[config.mk]
export PLATFORM = sky130hd
export DESIGN_NAME = base64_stream_encoder
export DESIGN_NICKNAME = d
export VERILOG_FILES = /design/src/sv/b64enc_pkg.sv /design/src/sv/b64enc_fifo.sv /design/src/sv/b64enc_front.sv /design/src/sv/b64enc_back.sv /design/src/sv/base64_stream_encoder.sv
export SDC_FILE = /design/constraint.sdc
export NUM_CORES = 1
export LEC_CHECK = 0
export BUFFER_PORTS_ARGS = -buffer_cell sky130_fd_sc_hd__buf_2
export CORE_ASPECT_RATIO = 0.9
export CORE_UTILIZATION = 59
export CTS_CLUSTER_DIAMETER = 120
export DETAILED_ROUTE_END_ITERATION = 10
export PLACE_DENSITY = 0.74
export SETUP_SLACK_MARGIN = 0.2
export SLEW_MARGIN = 0
export SYNTH_ARGS = -nofsm -noshare
export SYNTH_HDL_FRONTEND = slang
export SYNTH_HIERARCHICAL = 1
export SYNTH_SLANG_ARGS = --single-unit
[constraint.sdc]
create_clock -name clk -period 9.49 [get_ports clk]
set_clock_uncertainty 0.2 [all_clocks]
set_input_delay 1.4235 -clock clk [delete_from_list [all_inputs] [get_ports clk]]
set_output_delay 1.4235 -clock clk [all_outputs]
set_load 0.005 [all_outputs]
[src/sv/b64enc_pkg.sv]
// Shared types, constants and the alphabet lookup for the base64 encoder.
// No dependencies.
package b64enc_pkg;

  localparam int unsigned QUEUE_DEPTH = 4;
  localparam logic [7:0] PAD_CHAR = 8'h3D;

  // one finished group: bytes left-aligned, number of real bytes (1..3)
  typedef struct packed {
    logic [23:0] word;
    logic [1:0]  nbytes;
    logic        fin;
  } group_t;

  function automatic logic [7:0] enc_char(input logic [5:0] v);
    logic [7:0] r;
    if (v < 6'd26) begin
      r = 8'h41 + {2'b00, v};
    end else if (v < 6'd52) begin
      r = 8'h61 + {2'b00, v} - 8'd26;
    end else if (v < 6'd62) begin
      r = 8'h30 + {2'b00, v} - 8'd52;
    end else if (v == 6'd62) begin
      r = 8'h2B;
    end else begin
      r = 8'h2F;
    end
    return r;
  endfunction

endpackage

[src/sv/b64enc_fifo.sv]
// Short group queue between the byte front end and the character back end.
// Depends on b64enc_pkg.
module b64enc_fifo #(
  parameter int unsigned DEPTH = b64enc_pkg::QUEUE_DEPTH
) (
  input  logic                clk,
  input  logic                rst,
  input  logic                push,
  input  b64enc_pkg::group_t  push_data,
  input  logic                pop,
  output b64enc_pkg::group_t  pop_data,
  output logic                full,
  output logic                empty
);

  localparam int unsigned PTR_W = (DEPTH > 1) ? $clog2(DEPTH) : 1;
  localparam int unsigned CNT_W = $clog2(DEPTH + 1);

  b64enc_pkg::group_t mem [DEPTH];
  logic [PTR_W-1:0] wptr;
  logic [PTR_W-1:0] rptr;
  logic [CNT_W-1:0] count;

  assign full     = (count == CNT_W'(DEPTH));
  assign empty    = (count == '0);
  assign pop_data = mem[rptr];

  always_ff @(posedge clk) begin
    if (push && !full) begin
      mem[wptr] <= push_data;
    end
  end

  always_ff @(posedge clk) begin
    if (rst) begin
      wptr  <= '0;
      rptr  <= '0;
      count <= '0;
    end else begin
      if (push && !full) begin
        wptr <= (wptr == PTR_W'(DEPTH - 1)) ? '0 : wptr + 1'b1;
      end
      if (pop && !empty) begin
        rptr <= (rptr == PTR_W'(DEPTH - 1)) ? '0 : rptr + 1'b1;
      end
      unique case ({push && !full, pop && !empty})
        2'b10:   count <= count + 1'b1;
        2'b01:   count <= count - 1'b1;
        default: count <= count;
      endcase
    end
  end

endmodule

[src/sv/b64enc_front.sv]
// Front end: gathers bytes into three-byte groups and hands finished groups on.
// Depends on b64enc_pkg.
module b64enc_front (
  input  logic               clk,
  input  logic               rst,
  input  logic               accept,
  input  logic [7:0]         data_byte,
  input  logic               final_byte,
  output logic               push,
  output b64enc_pkg::group_t entry
);

  logic [7:0] held_first;
  logic [7:0] held_second;
  logic [1:0] group_count;

  always_comb begin
    entry.fin = final_byte;
    unique case (group_count)
      2'd1: begin
        entry.word   = {held_first, data_byte, 8'h00};
        entry.nbytes = 2'd2;
        push         = accept && final_byte;
      end
      2'd2: begin
        entry.word   = {held_first, held_second, data_byte};
        entry.nbytes = 2'd3;
        push         = accept;
      end
      2'd0, 2'd3: begin
        entry.word   = {data_byte, 16'h0000};
        entry.nbytes = 2'd1;
        push         = accept && final_byte;
      end
    endcase
  end

  always_ff @(posedge clk) begin
    if (rst) begin
      held_first  <= '0;
      held_second <= '0;
      group_count <= '0;
    end else if (accept) begin
      if (push) begin
        held_first  <= '0;
        held_second <= '0;
        group_count <= '0;
      end else if (group_count == 2'd1) begin
        held_second <= data_byte;
        group_count <= 2'd2;
      end else begin
        held_first  <= data_byte;
        group_count <= 2'd1;
      end
    end
  end

endmodule

[src/sv/b64enc_back.sv]
// Back end: turns one queued group into four characters on the output register.
// Depends on b64enc_pkg.
module b64enc_back (
  input  logic               clk,
  input  logic               rst,
  input  logic               empty,
  input  b64enc_pkg::group_t entry,
  output logic               pop,
  output logic               m_tvalid,
  input  logic               m_tready,
  output logic [7:0]         m_tdata,
  output logic               m_tlast,
  output logic               m_tuser
);

  logic               busy;
  logic [1:0]         idx;
  b64enc_pkg::group_t cur;
  logic               adv;
  logic [5:0]         sext;
  logic [7:0]         ch;

  assign adv = busy && (!m_tvalid || m_tready);
  assign pop = !empty && (!busy || (adv && idx == 2'd3));

  always_comb begin
    unique case (idx)
      2'd0: sext = cur.word[23:18];
      2'd1: sext = cur.word[17:12];
      2'd2: sext = cur.word[11:6];
      2'd3: sext = cur.word[5:0];
    endcase
    ch = (idx > cur.nbytes) ? b64enc_pkg::PAD_CHAR : b64enc_pkg::enc_char(sext);
  end

  always_ff @(posedge clk) begin
    if (rst) begin
      busy     <= 1'b0;
      idx      <= '0;
      m_tvalid <= 1'b0;
    end else begin
      if (adv) begin
        m_tvalid <= 1'b1;
        m_tdata  <= ch;
        m_tlast  <= (idx == 2'd3);
        m_tuser  <= (idx == 2'd3) && cur.fin;
      end else if (m_tready) begin
        m_tvalid <= 1'b0;
      end
      if (pop) begin
        cur  <= entry;
        busy <= 1'b1;
        idx  <= '0;
      end else if (adv) begin
        idx <= idx + 1'b1;
        if (idx == 2'd3) begin
          busy <= 1'b0;
        end
      end
    end
  end

endmodule

[src/sv/base64_stream_encoder.sv]
// Base64 (standard alphabet, '=' padded) stream encoder, one byte per request in.
// A finished group goes into the group queue, then the back end's current group, then the output register.
// Throughput: one byte per cycle in while the group queue is not full, one character per cycle out
// while m_tready is high; sustained rate is set by the single-character output register.
// Reset (rst, synchronous) empties the group queue and clears pending bytes.
// Depends on b64enc_pkg, b64enc_front, b64enc_fifo, b64enc_back.
module base64_stream_encoder #(
  parameter int unsigned QUEUE_DEPTH = b64enc_pkg::QUEUE_DEPTH
) (
  input  logic       clk,
  input  logic       rst,
  input  logic       s_tvalid,
  output logic       s_tready,
  input  logic [7:0] s_tdata,   // [7:0] data_byte
  input  logic       s_tlast,   // final_byte
  output logic       m_tvalid,
  input  logic       m_tready,
  output logic [7:0] m_tdata,   // [7:0] out_char
  output logic       m_tlast,   // run_last
  output logic [0:0] m_tuser    // [0] message_end
);

  b64enc_pkg::group_t push_entry;
  b64enc_pkg::group_t pop_entry;
  logic push;
  logic pop;
  logic full;
  logic empty;
  logic msg_end;

  assign s_tready   = !full;
  assign m_tuser[0] = msg_end;

  b64enc_front u_front (
    .clk        (clk),
    .rst        (rst),
    .accept     (s_tvalid && s_tready),
    .data_byte  (s_tdata),
    .final_byte (s_tlast),
    .push       (push),
    .entry      (push_entry)
  );

  b64enc_fifo #(
    .DEPTH (QUEUE_DEPTH)
  ) u_fifo (
    .clk       (clk),
    .rst       (rst),
    .push      (push),
    .push_data (push_entry),
    .pop       (pop),
    .pop_data  (pop_entry),
    .full      (full),
    .empty     (empty)
  );

  b64enc_back u_back (
    .clk      (clk),
    .rst      (rst),
    .empty    (empty),
    .entry    (pop_entry),
    .pop      (pop),
    .m_tvalid (m_tvalid),
    .m_tready (m_tready),
    .m_tdata  (m_tdata),
    .m_tlast  (m_tlast),
    .m_tuser  (msg_end)
  );

endmodule

==> Word level (Yosys, flattened, before mapping) <==
Memory sizes are Yosys's and may differ from the RTL's. A register that Yosys moved wholly into a read port is not among the register bits.
Cells that the tools add are included.
{ "word_totals": {"in_bits": 13, "latchBits": 0, "out_inout_bits": 12, "memories": 1, "reg_bits": 39, "romBits": 0, "ram_bits": 108, "elab_cells": 94} }
{ "memory_table": {"columns": ["name", "depth", "word_bits", "rd", "rd_ports_with_merged_regs", "wr", "line", "text"], "rows": [
  ["u_fifo.mem", 4, 27, 1, 1, 1, "b64enc_fifo.sv:19", "b64enc_pkg::group_t mem [DEPTH];"]
]} }
{ "op_classes": {"n_reduce_logical": 30, "n_bitwise": 1, "shift": 0, "div_mod_pow": 0, "multipliers": 0, "eq_ne": 13, "order_cmp": 4, "addsub": 10, "n_mux": 23} }
{ "op_table": {"columns": ["cell", "n"], "rows": [
  ["$pmux 26 s3", 1],
  ["$mux 8", 7],
  ["$pmux 6 s4", 1],
  ["$add 7x6->8 const A", 2],
  ["$eq 2x2->1 const B", 7],
  ["$lt 6x6->1 const B", 2],
  ["$reduce_and 2->1", 5],
  ["$reduce_bool 2->1", 5],
  ["$logic_and 1x1->1", 8],
  ["$mux 2", 4],
  ["$sub 8x5->8 const B", 1],
  ["$sub 8x6->8 const B", 1],
  ["$add 6x6->7 const A", 1],
  ["$mux 1", 7],
  ["$add 2x1->2 const B", 3],
  ["$eq 2x1->1 const B", 3],
  ["$eq 6x6->1 const B", 1],
  ["$lt 6x5->1 const B", 1],
  ["$pmux 3 s2", 1],
  ["$logic_not 1->1", 4],
  ["$logic_not 2->1", 2],
  ["$reduce_or 2->1", 2],
  ["$add 3x1->3 const B", 1],
  ["$eq 3x3->1 const B", 1],
  ["9 further kinds", 10]
]} }

==> Logic depth before layout (Yosys ltp) <==
Gate-level depths: netlist of run 1.
{ "logic_depth": {"ltp_word": 9, "mapped_depth": 15, "ltp_nobuf": 13} }

==> Cells and area by module <==
Netlist of run 1, hierarchy kept.
{ "modules_own_cells": {"columns": ["mod", "area_per_inst_um2", "seq_area_each_um2", "cells_per_inst", "instances"], "rows": [
  ["b64enc_fifo", 4393.0, 3423.3, 195, 1],
  ["b64enc_back", 1898.1, 1191.1, 138, 1],
  ["b64enc_front", 965.9, 360.3, 108, 1],
  ["base64_stream_encoder", 10.0, 0.0, 2, 1]
]} }

==> Worst setup path after synthesis of run 1 <==
No wires, ideal clock.
{ "synth_path": {"kind": "in2reg", "from": "input port m_tready", "to": "register u_back/cur[0] (netlist name), enable pin", "stages": 4, "setup_time_ns": 0.414, "path_buffers": 0, "t_required_ns": 8.876, "path_slack_ns": 5.738, "arrival_time_ns": 3.138, "path_cell_list": "nand2b_1 -> nand2_1 -> a21oi_1 -> nor2b_1"} }
{ "synth_via": {"elab_chain_len": 6} }
{ "synth_lines": {"columns": ["element", "line", "text"], "rows": [
  ["start: declaration", "base64_stream_encoder.sv:17", "input logic m_tready,"],
  ["$logic_or 1x1->1", "b64enc_back.sv:23", "assign adv = busy && (!m_tvalid || m_tready);"],
  ["$logic_and 1x1->1", "b64enc_back.sv:23", null],
  ["$logic_and 1x1->1", "b64enc_back.sv:24", "assign pop = !empty && (!busy || (adv && idx == 2'd3));"],
  ["$logic_or 1x1->1", "b64enc_back.sv:24", null],
  ["$logic_and 1x1->1", "b64enc_back.sv:24", null],
  ["via pop", "base64_stream_encoder.sv:26", "logic pop;"],
  ["$reduce_and 2->1 (no source line)", null, null],
  ["end signal: assignment", "b64enc_back.sv:51", "cur <= entry;"],
  ["end: declaration", "b64enc_back.sv:18", "b64enc_pkg::group_t cur;"]
]} }
The timed path passes the listed nets, and every way through them passes these cells.
A chain may end at the register's enable or synchronous reset.

==> Final worst setup path of run 1 <==
{ "layout_path": {"from": "input port s_tvalid", "to": "register u_fifo.count[2]"} }
{ "layout_via": {"elab_chain_len": 6, "elab_cells_between_ends": 8, "classes_between": "eq/ne: 2; mux: 2; reduce/logical: 4"} }
{ "layout_lines": {"columns": ["element", "line", "text"], "rows": [
  ["start: declaration", "base64_stream_encoder.sv:12", "input logic s_tvalid,"],
  ["$logic_and 1x1->1 (*)", "base64_stream_encoder.sv:37", ".accept (s_tvalid && s_tready),"],
  ["$logic_and 1x1->1", "b64enc_front.sv:23, b64enc_front.sv:33", null],
  ["$pmux 1 s2 (*)", "b64enc_front.sv:19", "unique case (group_count)"],
  ["via push", "base64_stream_encoder.sv:25", "logic push;"],
  ["$logic_and 1x1->1 (*)", "b64enc_fifo.sv:46", "unique case ({push && !full, pop && !empty})"],
  ["$eq 2x1->1 or $eq 2x2->1 (tied branches)", "b64enc_fifo.sv:46", null],
  ["$pmux 3 s2 or $reduce_bool 2->1 (tied branches)", null, null],
  ["end signal: assignment", "b64enc_fifo.sv:47", "2'b10: count <= count + 1'b1;"],
  ["end signal: assignment", "b64enc_fifo.sv:48", "2'b01: count <= count - 1'b1;"],
  ["end signal: assignment", "b64enc_fifo.sv:49", "default: count <= count;"],
  ["end: declaration", "b64enc_fifo.sv:22", "logic [CNT_W-1:0] count;"]
]} }
Mark *: on every way through the listed nets, which the timed path passes. The rest lies on a longest branch.

==> out/qor_table.md, run 1 <==
| Step | Item | Value |
| --- | --- | --- |
| yosys | Share of the yosys chip area belonging to registers | 0.685 |
| yosys | Syn Area/Cell | 16.4 µm² |
| setup path | Worst setup SP type | input port |
| yosys | Leading cell type by number of instances after synthesis | edfxtp_1 |
| setup path | Slowest cell on the critical path | nor2b_1 |
| die | I/O pins | 25 |
| drt | DR pass1 iterations | 5 |
| yosys | Number of cells produced by synthesis | 443 |
| drt | Initial drt markers | 384 |
| grt | Maximum number of pins on one net before global-route repair | 28 |
| setup path | Delay of the slowest critical-path stage | 0.41 ns |
| grt | Total GRT Usage | 0.213 |
| die | Effective utilization at floorplan | 0.604 |
| grt | Antenna violations before repair | 0 |
| sta | # setup viols final | 0 |
| setup path | Worst path bufs/invs | 4 |
| sta | Final Cycle Share | 0.384 |
| clock network | Insertion delay to the later sink of the worst-skew pair | 0.42 ns |
| setup path | Family with the most delay on the worst path | simple AND/OR/NAND/NOR gates |
| sta | Number of hold violations in the final report | 0 |
| sta | Time the final worst path needs with I/O delays and setup | 3.64 ns |
| clock network | Number of buffers inserted by post-CTS setup repair | 0 |
| yosys | Fraction of the mapped netlist area in compound gates | 0.0878 |
| yosys | Synth area leaders | edfxtp_1 60%, dfxtp_1 8.5%, mux4_2 8.4%, ha_1 2.9%, a22o_1 2.9% |
| clock network | Clock slew seen by the registers of the worst setup and hold paths | 0.06 ns |
| yosys | Net count of the mapped netlist | 474 |
| die | Die outline area | 12800 µm² |
| clock network | CTS Buf Count | 17 |
| setup path | Data arrival time of the critical path | 3.79 ns |
| grt | Via count of the first global-routing pass | 3822 |
| die | Width of the chip | 119 µm |
| die | Core footprint | 12000 µm² |
| yosys | Number of flops mapped to enable cells by yosys | 145 |
| sta | Fmax | 274 MHz |
| drt | Wirelength, routed | 12500 µm |
| yosys | Count of state elements after synthesis | 176 |
| power | Static leakage | 2.74 nW |
| final layout | Share of post-route cells with drive strength above 1 | 0.225 |
| final layout | Ant. Diodes | 0 |
| final layout | Syn-to-layout area delta | 10.9% |
| place | PortBufs | 24 |
| clock network | Number of clock sinks seen by CTS | 176 |
| drt | Number of vias in the routed layout | 3858 |
| yosys | Proportion of synthesized area in mux cells | 0.102 |
| final layout | Share of the core filled with cells in the final layout | 0.670 |
| yosys | Adder-cell share of the synthesized area | 0.0320 |
| setup path | Type of destination of the critical path | flop |
| drt | Residual DRC | 0 |
| clock network | TritonCTS clock tree | yes |
| yosys | Post-synth top cells | 145 x edfxtp_1, 31 x dfxtp_1, 27 x mux4_2 |
| yosys | Share of synthesized registers carrying an async set or reset | 0 |
| clock network | Post-CTS Hold Fix Bufs | 0 |
| final layout | Count of non-filler cells in the finished layout | 644 |
| sta | Setup TNS Final | 0 ns |
| yosys | Area share of the largest cell type after synthesis | 0.599 |
| sta | Minimum hold slack | 0.278 ns |
| setup path | Critical path data required time | 9.64 ns |
| drt | DR WL/cell | 19.4 µm |
| yosys | Synthesized-area fraction occupied by xor and xnor cells | 0.00482 |
| yosys | Share of synthesized cell area in and, or, nand and nor gates | 0.0610 |
| sta | Slew Limit Fails | 0 |
| status | Outcome | finished clean |
| setup path | Cell seen most often among critical-path stages | inv_1 |
| final layout | Count of nets after finishing | 502 |
| clock network | Number of H-tree levels | 4 |
| place | Number of placed instances with taps included | 612 |
| yosys | Count of yosys warnings during synthesis | 6 |
| drt | Count of nets left with antenna violations after detail routing | 0 |
| clock network | Cell at the root of the clock tree | clkbuf_16 |
| sta | Worst relative slew slack | 0.197 |
| die | # rows | 38 |
| setup path | Largest driver fanout on the critical path | 8 |
| power | Power density over cell area | 242 nW/µm² |
| grt | First-pass GRT wire length | 19700 µm |
| power | Worst-case vdd ir drop | 150 µV |
| sta | Slew at the pin with the worst max-slew slack | 1.20 ns |
| job | Max-cap violation count | 0 |
| clock network | Clk buf depth | 2 |
| sta | RSZ-0062 raised after global routing | no |
| grt | Grt total ovfl | 0 |
| setup path | Crit Path Class | input port to flop |
| die | Die span in y | 107 µm |
| clock network | Post-CTS sizing | 0 |
| yosys | Yosys top cell by area | edfxtp_1 |
| setup path | Chain of cells forming the critical path | buf_2, nor2b_1, inv_2, nor2_1, and2_4, inv_1, ha_1, inv_1, fa_1, xor2_1, or3_2, a21oi_1 |
| place | Final weighted congestion in routability-driven placement | 0.815 |
| place | Final HPWL DP | 8340 µm |
| yosys | Netlist area before placement | 7270 µm² |
| yosys | Primary flip-flop cell chosen by synthesis mapping | edfxtp_1 |
| drt | Routed via count divided by cell count | 5.99 |
| yosys | Count of cell types in the netlist | 57 |
| yosys | Main combinational cell family by area after synthesis | multiplexers |
| worst hold path | HP Class | flop to flop |
[area by class of cell]
| cell class | count | area (µm²) |
|---|---|---|
| Clock inverter | 14 | 131 |
| Sequential cell | 176 | 4980 |
| Fill cell | 785 | 3970 |
| Tap cell | 160 | 200 |
| Timing Repair Buffer | 25 | 128 |
| Clock buffer | 18 | 429 |
| Multi-Input combinational cell | 225 | 2090 |
| Inverter | 26 | 97.6 |
[metrics by stage]
| step | setup WS [ns] | cell area (µm²) | total power [mW] |
|---|---|---|---|
| after floorplan | 5.74 | 7270 | 1.23 |
| after global placement | 5.56 | 7500 | 1.29 |
| after detailed placement | 5.42 | 7500 | 1.31 |
| after CTS | 5.87 | 8060 | 1.96 |
| after global routing | 5.69 | 8060 | 2.03 |
| final | 5.85 | 8060 | 1.95 |
[cell usage in the layout, fill, tap and decap left out, types with 5 or more instances in the layout]
master	n
nand2_1	23
mux4_2	27
and2_1	9
ha_1	17
dfxtp_1	30
nor2_1	16
edfxtp_1	145
a21oi_1	11
o21ai_0	15
nor3_1	7
inv_1	23
clkbuf_16	17
buf_2	24
inv_6	5
mux2i_1	6
a22o_1	24
[sequential cells by signal (all words and copies together), names as in the netlist, named ones only]
signal,count
u_back/m_tlast,1
u_front/held_first,8
u_back/m_tuser,1
u_fifo/wptr,2
u_fifo/rptr,2
u_back/m_tvalid,1
u_fifo/mem,108
u_back/cur,27
u_back/busy,1
u_front/group_count,2
u_back/idx,2
u_front/held_second,8
u_back/m_tdata,8
u_fifo/count,3
[routing by layer]
layer | vias up | global-route usage | wire length [µm]
met3 | 16 | 0.0540 | 537
met5 | - | 0 | 0
met2 | 120 | 0.340 | 6260
met4 | 0 | 0.0886 | 163
li1 | 1796 | - | -
met1 | 1926 | 0.282 | 5560
[kinds of logic (layout without fill, tap and decap cells)]
logic type      Yosys count  count (layout)
fa+ha+maj                18              18
other cells               1               1
simple gates             80              80
xor+xnor                  4               4
mux                      38              38
compound gates           84              84
buf+inv                  42              83
flops                   176             176
[report_power, final]
| part | total, mW | internal [mW] | switching [mW] | leakage [nW] |
|---|---|---|---|---|
| clock network | 0.655 | 0.365 | 0.290 | 0.272 |
| registers | 0.945 | 0.912 | 0.0331 | 1.56 |
| logic | 0.352 | 0.149 | 0.203 | 0.911 |
[worst reg2reg max path, cell delays in order (launching register included)]
cell and delay (ns):
dfxtp_1 0.42, or3b_1 0.30, inv_1 0.11, nor2b_1 0.42
inv_2 0.17, nor2_1 0.37, and2_4 0.23, inv_1 0.04
ha_1 0.21, inv_1 0.07, fa_1 0.17, xor2_1 0.07
or3_2 0.41, a21oi_1 0.14
[final timing paths]
kind / from / depth (start not counted) / slack [ns] / to
max: s_tvalid / 12 / 5.85 / u_fifo/count[2]
max reg2reg: u_fifo/count[0] / 13 / 6.10 / u_fifo/count[2]
min: u_front/held_second[6] / 1 / 0.28 / u_front/held_second[6]
min reg2reg: u_front/held_second[6] / 1 / 0.28 / u_front/held_second[6]
No activity file was read; power rests on OpenSTA's default activity.
==> inputs of run 2 (changes only) <==
Clock period 9.49 ns to 3.45 ns, I/O delays scaled along.
==> run 2 against run 1 <==
  * Worst setup slack got worse by 5.5 ns
  * First-iteration DRC count fell by 31%
  * Non-clock buffer count rose by 7
  * Final area is 1.5% higher
  * Hold slack got worse by 0.11 ns
==> out/qor_table.md, run 2 (same netlist as run 1, synthesis figures left out) <==
| Step | Item | Value | vs previous |
| --- | --- | --- | --- |
| setup path | Cell seen most often among critical-path stages | inv_1 |  |
| final layout | Flip-flop count of the largest register, all copies and words added | 108 | unchanged |
| worst hold path | Worst hold start | s_tdata[5] |  |
| clock network | Post-CTS Hold Fix Bufs | 0 | unchanged |
| sta | # setup viols final | 0 | unchanged |
| drt | DR pass1 iterations | 4 | -1 |
| worst hold path | Hold path endpoint | u_front/held_first[5] |  |
| grt | Maximum number of pins on one net before global-route repair | 28 | unchanged |
| final layout | Post-route cell area | 8180 µm² | +1.5% |
| sta | Number of hold violations in the final report | 0 | unchanged |
| setup path | Delay of the slowest critical-path stage | 0.45 ns | +0.04 ns |
| grt | GR Layer Usage met3 | 0.0524 | -0.00159 |
| drt | Count of nets left with antenna violations after detail routing | 0 | unchanged |
| final layout | Ant. Diodes | 0 | unchanged |
| setup path | Crit Path Class | flop to flop |  |
| die | Effective utilization at floorplan | 0.604 | unchanged |
| worst hold path | Number of stages on the worst hold path | 2 | +1 |
| die | Width of the chip | 119 µm | unchanged |
| die | # rows | 38 | unchanged |
| setup path | Critical path data required time | 3.60 ns | -6.04 ns |
| setup path | Worst setup SP type | flop |  |
| power | Sequential cell fraction of total power | 0.478 | -0.006 |
| clock network | Number of buffers inserted by post-CTS setup repair | 0 | unchanged |
| setup path | Type of destination of the critical path | flop |  |
| drt | Wirelength, routed | 13200 µm | +5.0% |
| clock network | Clock slew seen by the registers of the worst setup and hold paths | 0.06 ns | about the same |
| die | Core footprint | 12000 µm² | unchanged |
| power | Switch Pwr | 1.41 mW | +170% |
| grt | First-pass GRT wire length | 20900 µm | +6.1% |
| place | Final HPWL DP | 8810 µm | +5.6% |
| grt | Most Used Layer, Global Route | met2 |  |
| setup path | Worst flop-to-flop path startpoint | u_fifo/count[2] |  |
| worst hold path | HP Class | input port to flop |  |
| setup path | Largest driver fanout on the critical path | 9 | +1 |
| grt | Total GRT Usage | 0.227 | +0.0133 |
| final layout | Layout filler cell count | 784 | -0.13% |
| die | Die span in y | 107 µm | unchanged |
| sta | Slew Limit Fails | 0 | unchanged |
| final layout | Syn-to-layout area delta | 12.6% |  |
| place | Number of placed instances with taps included | 619 | +1.1% |
| drt | DR WL/cell | 20.2 µm | +3.9% |
| sta | Final Cycle Share | 0.902 |  |
| die | Die outline area | 12800 µm² | unchanged |
| grt | Grt met2 use | 0.382 | +0.0424 |
| sta | Final WS setup | 0.337 ns | -5.51 ns |
| clock network | CTS Buf Count | 17 | unchanged |
| grt | Grt total ovfl | 0 | unchanged |
| setup path | Slowest cell on the critical path | or3b_4 |  |
| clock network | Cell at the root of the clock tree | clkbuf_16 |  |
| sta | RSZ-0062 raised after global routing | no |  |
| final layout | Share of post-route cells with drive strength above 1 | 0.236 | +0.0110 |
| clock network | TritonCTS clock tree | yes |  |
| final layout | Count of nets after finishing | 509 | +1.4% |
| place | DP Worst Slack | 0.236 ns | -5.19 ns |
| setup path | Chain of cells forming the critical path | or3b_4, inv_1, nor2b_2, inv_2, nor2_1, and2_4, inv_1, ha_1, inv_1, fa_1, xor2_1, or3_2, a21oi_1 |  |
| grt | Via count of the first global-routing pass | 3958 | +3.6% |
| place | PortBufs | 24 | unchanged |
| sta | Minimum hold slack | 0.172 ns | -0.105 ns |
| place | Final weighted congestion in routability-driven placement | 0.780 | -4.2% |
| sta | Fmax | 321 MHz |  |
| drt | Residual DRC | 0 | unchanged |
| drt | Routed via count divided by cell count | 6.00 | +0.16% |
| grt | Antenna violations before repair | 0 | unchanged |
| clock network | Post-CTS sizing | 0 | unchanged |
| final layout | Most frequent cells in the layout | 145 x edfxtp_1, 30 x dfxtp_1, 27 x mux4_2 |  |
| final layout | Count of non-filler cells in the finished layout | 651 | +1.1% |
| power | Clock power share | 0.337 | about the same |
| sta | Slew at the pin with the worst max-slew slack | 0.835 ns | -0.364 ns |
| clock network | Insertion delay to the later sink of the worst-skew pair | 0.43 ns | about the same |
| power | Worst-case vdd ir drop | 386 µV | +160% |
| final layout | Register ranked first by flip-flop count | u_fifo/mem |  |
| sta | Time the final worst path needs with I/O delays and setup | 3.11 ns |  |
| power | Power density over cell area | 662 nW/µm² | +170% |
| grt | Met1 Resource Use GR | 0.287 | +0.00529 |
| clock network | Number of clock sinks seen by CTS | 176 | unchanged |
| final layout | Biggest registers after layout | u_fifo/mem x108, u_back/cur x27 |  |
| die | I/O pins | 25 | unchanged |
| clock network | Clk buf depth | 2 | unchanged |
| setup path | End of the worst register-to-register path | u_fifo/count[2] |  |
| drt | Number of vias in the routed layout | 3906 | +1.2% |
| power | Static leakage | 2.80 nW | +2.0% |
| power | Switching share of power | 0.260 | -0.00967 |
| status | Outcome | finished clean |  |
| setup path | FF-to-FF path depth | 13 | unchanged |
| sta | Setup TNS Final | 0 ns | unchanged |
| job | Max-cap violation count | 0 | unchanged |
| final layout | Most common library cell in the layout ignoring fill and taps | edfxtp_1 |  |
| setup path | Data arrival time of the critical path | 3.26 ns | -0.53 ns |
| clock network | Number of H-tree levels | 4 | unchanged |
| power | Cell internal power dissipation | 4.01 mW | +180% |
| place | Post-Place Cell Area | 7600 µm² | +1.4% |
| power | Combinational share of power | 0.186 | +0.005 |
| sta | Worst relative slew slack | 0.444 | +0.246 |
| drt | Initial drt markers | 266 | -31% |
| setup path | R2R setup slack | 0.34 ns | -5.76 ns |
## run 2: cell count changes in the layout (fill, tap and decap cells not counted), moves of 2 or more
| cell | previous run | this run |
|---|---|---|
| buf_12 | 0 | 4 |
| inv_6 | 5 | 1 |
| clkbuf_8 | 0 | 2 |
| clkbuf_1 | 1 | 4 |
| buf_4 | 1 | 4 |
## run 2: power groups by stage
| stage | clock [mW] | combinational [mW] | sequential (mW) |
|---|---|---|---|
| 2_1_floorplan | 0 | 0.790 | 2.59 |
| 3_3_place_gp | 0 | 0.955 | 2.62 |
| 3_5_place_dp | 0 | 0.992 | 2.63 |
| 4_1_cts | 1.85 | 1.00 | 2.59 |
| 5_1_grt | 1.93 | 1.10 | 2.61 |
| 6_report | 1.82 | 1.00 | 2.59 |
## run 2: worst max-delay path by stage
| stage | slack, ns | to | startpoint |
|---|---|---|---|
| 2_1_floorplan | 0.44 | u_fifo/count[2] | u_fifo/count[2] |
| 3_3_place_gp | 0.43 | u_fifo/count[2] | u_fifo/count[2] |
| 3_5_place_dp | 0.24 | u_fifo/count[2] | u_back/idx[1] |
| 4_1_cts | 0.20 | u_fifo/count[2] | u_back/idx[1] |
| 5_1_grt | 0.24 | u_fifo/count[2] | u_fifo/count[2] |
| 6_report | 0.34 | u_fifo/count[2] | u_fifo/count[2] |
## run 2: per-stage QoR
step / power [mW] / utilization
after floorplan: 3.38 / -
after global routing: 5.64 / 0.680
final: 5.42 / 0.680
after global placement: 3.58 / 0.632
after detailed placement: 3.62 / 0.632
after CTS: 5.44 / 0.679
## run 2: critical path: cells and delay by family (launching register included)
kind / cells / cell delay [ns]
adders and majority gates: 2 / 0.56
buffers and inverters: 4 / 0.37
AOI/OAI and AO/OA: 1 / 0.17
xor gates and xnor gates: 1 / 0.15
and+or+nand+nor: 5 / 1.19
DFF: 1 / 0.39
## run 2: layout make-up
type | instances | area [µm²] | share of cell area
clock buffer | 24 | 493 | 0.0603
clock inverter | 8 | 77.6 | 0.00948
inverter | 26 | 97.6 | 0.0119
multi-input combinational | 225 | 2110 | 0.257
sequential | 176 | 4980 | 0.608
tap | 160 | 200 | 0.0245
timing repair buffer | 32 | 230 | 0.0281
## run 2: layer usage
metal / vias to the layer above / part of all wire
met2: 98 / 0.51
met4: 0 / 0.012
met3: 12 / 0.038
met5: - / 0
li1: 1810 / -
met1: 1986 / 0.44
==> inputs of run 3 (changes only) <==
Settings changed: PLACE_DENSITY 0.74 to 0.76.
==> run 3 against run 2 <==
  * Power decreased by 2.7%
  * Flip-flop and latch count unchanged
  * Final cell count unchanged
  * Non-clock buffer count unchanged
  * Sequential share of layout area increased by 0.66 points
  * Hold slack improved by 0.028 ns
  * Worst setup slack improved by 0.080 ns
  * Critical endpoint unchanged
  * Highest routed layer unchanged
==> out/qor_table.md, run 3 (same netlist as run 1, synthesis figures left out) <==
| Step | Item | Value | vs previous |
| --- | --- | --- | --- |
| grt | Antenna violations before repair | 0 | unchanged |
| final layout | Register ranked first by flip-flop count | u_fifo/mem |  |
| clock network | Clock slew seen by the registers of the worst setup and hold paths | 0.06 ns | about the same |
| grt | Maximum number of pins on one net before global-route repair | 28 | unchanged |
| sta | Setup TNS Final | 0 ns | unchanged |
| setup path | Worst flop-to-flop path startpoint | u_fifo/count[2] |  |
| power | Power density over cell area | 651 nW/µm² | -1.6% |
| die | Core footprint | 12000 µm² | unchanged |
| power | Worst-case vdd ir drop | 422 µV | +9.4% |
| die | Width of the chip | 119 µm | unchanged |
| place | Final HPWL DP | 8510 µm | -3.4% |
| setup path | Largest driver fanout on the critical path | 9 | unchanged |
| clock network | Number of buffers inserted by post-CTS setup repair | 0 | unchanged |
| sta | Worst relative slew slack | 0.438 | -0.00595 |
| clock network | TritonCTS clock tree | yes |  |
| worst hold path | HP Class | input port to flop |  |
| clock network | CTS Buf Count | 17 | unchanged |
| drt | DR WL/cell | 19.9 µm | -1.3% |
| worst hold path | Hold path endpoint | u_front/held_second[7] |  |
| clock network | Number of H-tree levels | 4 | unchanged |
| die | Effective utilization at floorplan | 0.604 | unchanged |
| setup path | R2R setup slack | 0.42 ns | +0.08 ns |
| sta | Final Cycle Share | 0.879 | -0.0231 |
| grt | Total GRT Usage | 0.224 | -0.00253 |
| final layout | Count of non-filler cells in the finished layout | 651 | unchanged |
| drt | Count of nets left with antenna violations after detail routing | 0 | unchanged |
| setup path | Worst setup SP type | flop |  |
| power | Static leakage | 2.77 nW | -1.2% |
| clock network | Post-CTS Hold Fix Bufs | 0 | unchanged |
| drt | Residual DRC | 0 | unchanged |
| status | Outcome | finished clean |  |
| drt | Wirelength, routed | 13000 µm | -1.3% |
| sta | # setup viols final | 0 | unchanged |
| sta | Number of hold violations in the final report | 0 | unchanged |
| final layout | Post-route cell area | 8090 µm² | -1.1% |
| place | PortBufs | 24 | unchanged |
| setup path | Data arrival time of the critical path | 3.18 ns | -0.08 ns |
| drt | Routed via count divided by cell count | 6.07 | +1.1% |
| place | Number of placed instances with taps included | 619 | unchanged |
| sta | Slew Limit Fails | 0 | unchanged |
| grt | Grt total ovfl | 0 | unchanged |
| grt | Via count of the first global-routing pass | 3982 | +0.61% |
| die | Die outline area | 12800 µm² | unchanged |
| clock network | Number of clock sinks seen by CTS | 176 | unchanged |
| die | I/O pins | 25 | unchanged |
| clock network | Clk buf depth | 2 | unchanged |
| final layout | Count of nets after finishing | 509 | unchanged |
| clock network | Cell at the root of the clock tree | clkbuf_16 |  |
| setup path | Critical path data required time | 3.60 ns | about the same |
| setup path | End of the worst register-to-register path | u_fifo/count[2] |  |
| final layout | Ant. Diodes | 0 | unchanged |
| clock network | Insertion delay to the later sink of the worst-skew pair | 0.42 ns | about the same |
| sta | Fmax | 330 MHz | +2.6% |
| final layout | Most frequent cells in the layout | 145 x edfxtp_1, 30 x dfxtp_1, 27 x mux4_2 |  |
| die | Die span in y | 107 µm | unchanged |
| setup path | FF-to-FF path depth | 13 | unchanged |
| final layout | Biggest registers after layout | u_fifo/mem x108, u_back/cur x27 |  |
| drt | Number of vias in the routed layout | 3950 | +1.1% |
| final layout | Most common library cell in the layout ignoring fill and taps | edfxtp_1 |  |
| grt | First-pass GRT wire length | 20700 µm | -0.96% |
| setup path | Crit Path Class | flop to flop |  |
| place | Final weighted congestion in routability-driven placement | 0.799 | +2.4% |
| final layout | Layout filler cell count | 802 | +2.3% |
| sta | Time the final worst path needs with I/O delays and setup | 3.03 ns | -0.0799 ns |
| final layout | Share of post-route cells with drive strength above 1 | 0.238 | +0.00204 |
| final layout | Flip-flop count of the largest register, all copies and words added | 108 | unchanged |
| drt | DR pass1 iterations | 5 | +1 |
| sta | Slew at the pin with the worst max-slew slack | 0.844 ns | +0.00893 ns |
| final layout | Syn-to-layout area delta | 11.4% |  |
| sta | RSZ-0062 raised after global routing | no |  |
| die | # rows | 38 | unchanged |
| worst hold path | Number of stages on the worst hold path | 2 | unchanged |
| worst hold path | Worst hold start | s_tdata[7] |  |
| job | Max-cap violation count | 0 | unchanged |
| place | Post-Place Cell Area | 7560 µm² | -0.49% |
| power | Design Power | 5.27 mW | -2.7% |
| setup path | Type of destination of the critical path | flop |  |
| clock network | Post-CTS sizing | 0 | unchanged |
| drt | Initial drt markers | 265 | -0.38% |
[run 3: changes by cell type in the layout (fill, tap and decap cells not counted)]
cell,delta
buf_12,-3
bufinv_16,-1
clkinv_2,+3
clkinv_4,+1
clkinv_1,-1
clkbuf_16,-1
clkbuf_8,-1
inv_6,-1
buf_4,+3
clkinvlp_4,+1
[run 3: layout make-up]
class	count	area [µm²]	area share
multi-input combinational	225	2110	0.260
clock buffer	22	454	0.0561
tap	160	200	0.0247
inverter	26	97.6	0.0121
timing repair buffer	32	193	0.0238
clock inverter	10	66.3	0.00819
sequential	176	4980	0.615
[run 3: how the worst max path moves through the flow]
stage,startpoint,end,slack [ns],depth (start not counted)
5_1_grt,u_back/idx[1],u_fifo/count[2],0.29,11
4_1_cts,u_back/idx[1],u_fifo/count[2],0.24,11
3_3_place_gp,u_fifo/count[2],u_fifo/count[2],0.44,13
6_report,u_fifo/count[2],u_fifo/count[2],0.42,13
2_1_floorplan,u_fifo/count[2],u_fifo/count[2],0.44,15
3_5_place_dp,u_back/idx[1],u_fifo/count[2],0.27,11
[run 3: metrics by stage]
step                      hold WS, ns  setup WS, ns  utilization
after global routing            0.184         0.285        0.673
after global placement          0.257         0.441        0.629
final                           0.201         0.416        0.673
after floorplan                 0.242         0.437            -
after CTS                       0.181         0.240        0.672
after detailed placement        0.259         0.269        0.629
[run 3: metal layers]
layer	routed length, µm	share of wire	GRT usage
met1	5780	0.45	0.295
met2	6360	0.49	0.357
met3	598	0.046	0.0493
met4	233	0.018	0.108
met5	0	0	0
[run 3: critical path: stages, from the launching register on]
cell and delay, ns:
dfxtp_1 0.40, or3b_4 0.45, inv_1 0.10, nor2b_2 0.08, inv_2 0.14, nor2_1 0.08
and2_4 0.15, inv_1 0.05, ha_1 0.17, inv_1 0.06, fa_1 0.37, xor2_1 0.16
or3_2 0.41, a21oi_1 0.14
[run 3: where the power goes]
| part | leakage, nW | internal, mW | switching [mW] |
|---|---|---|---|
| Sequential | 1.56 | 2.51 | 0.0854 |
| Combinational | 0.952 | 0.426 | 0.576 |
| Clock | 0.254 | 0.935 | 0.742 |
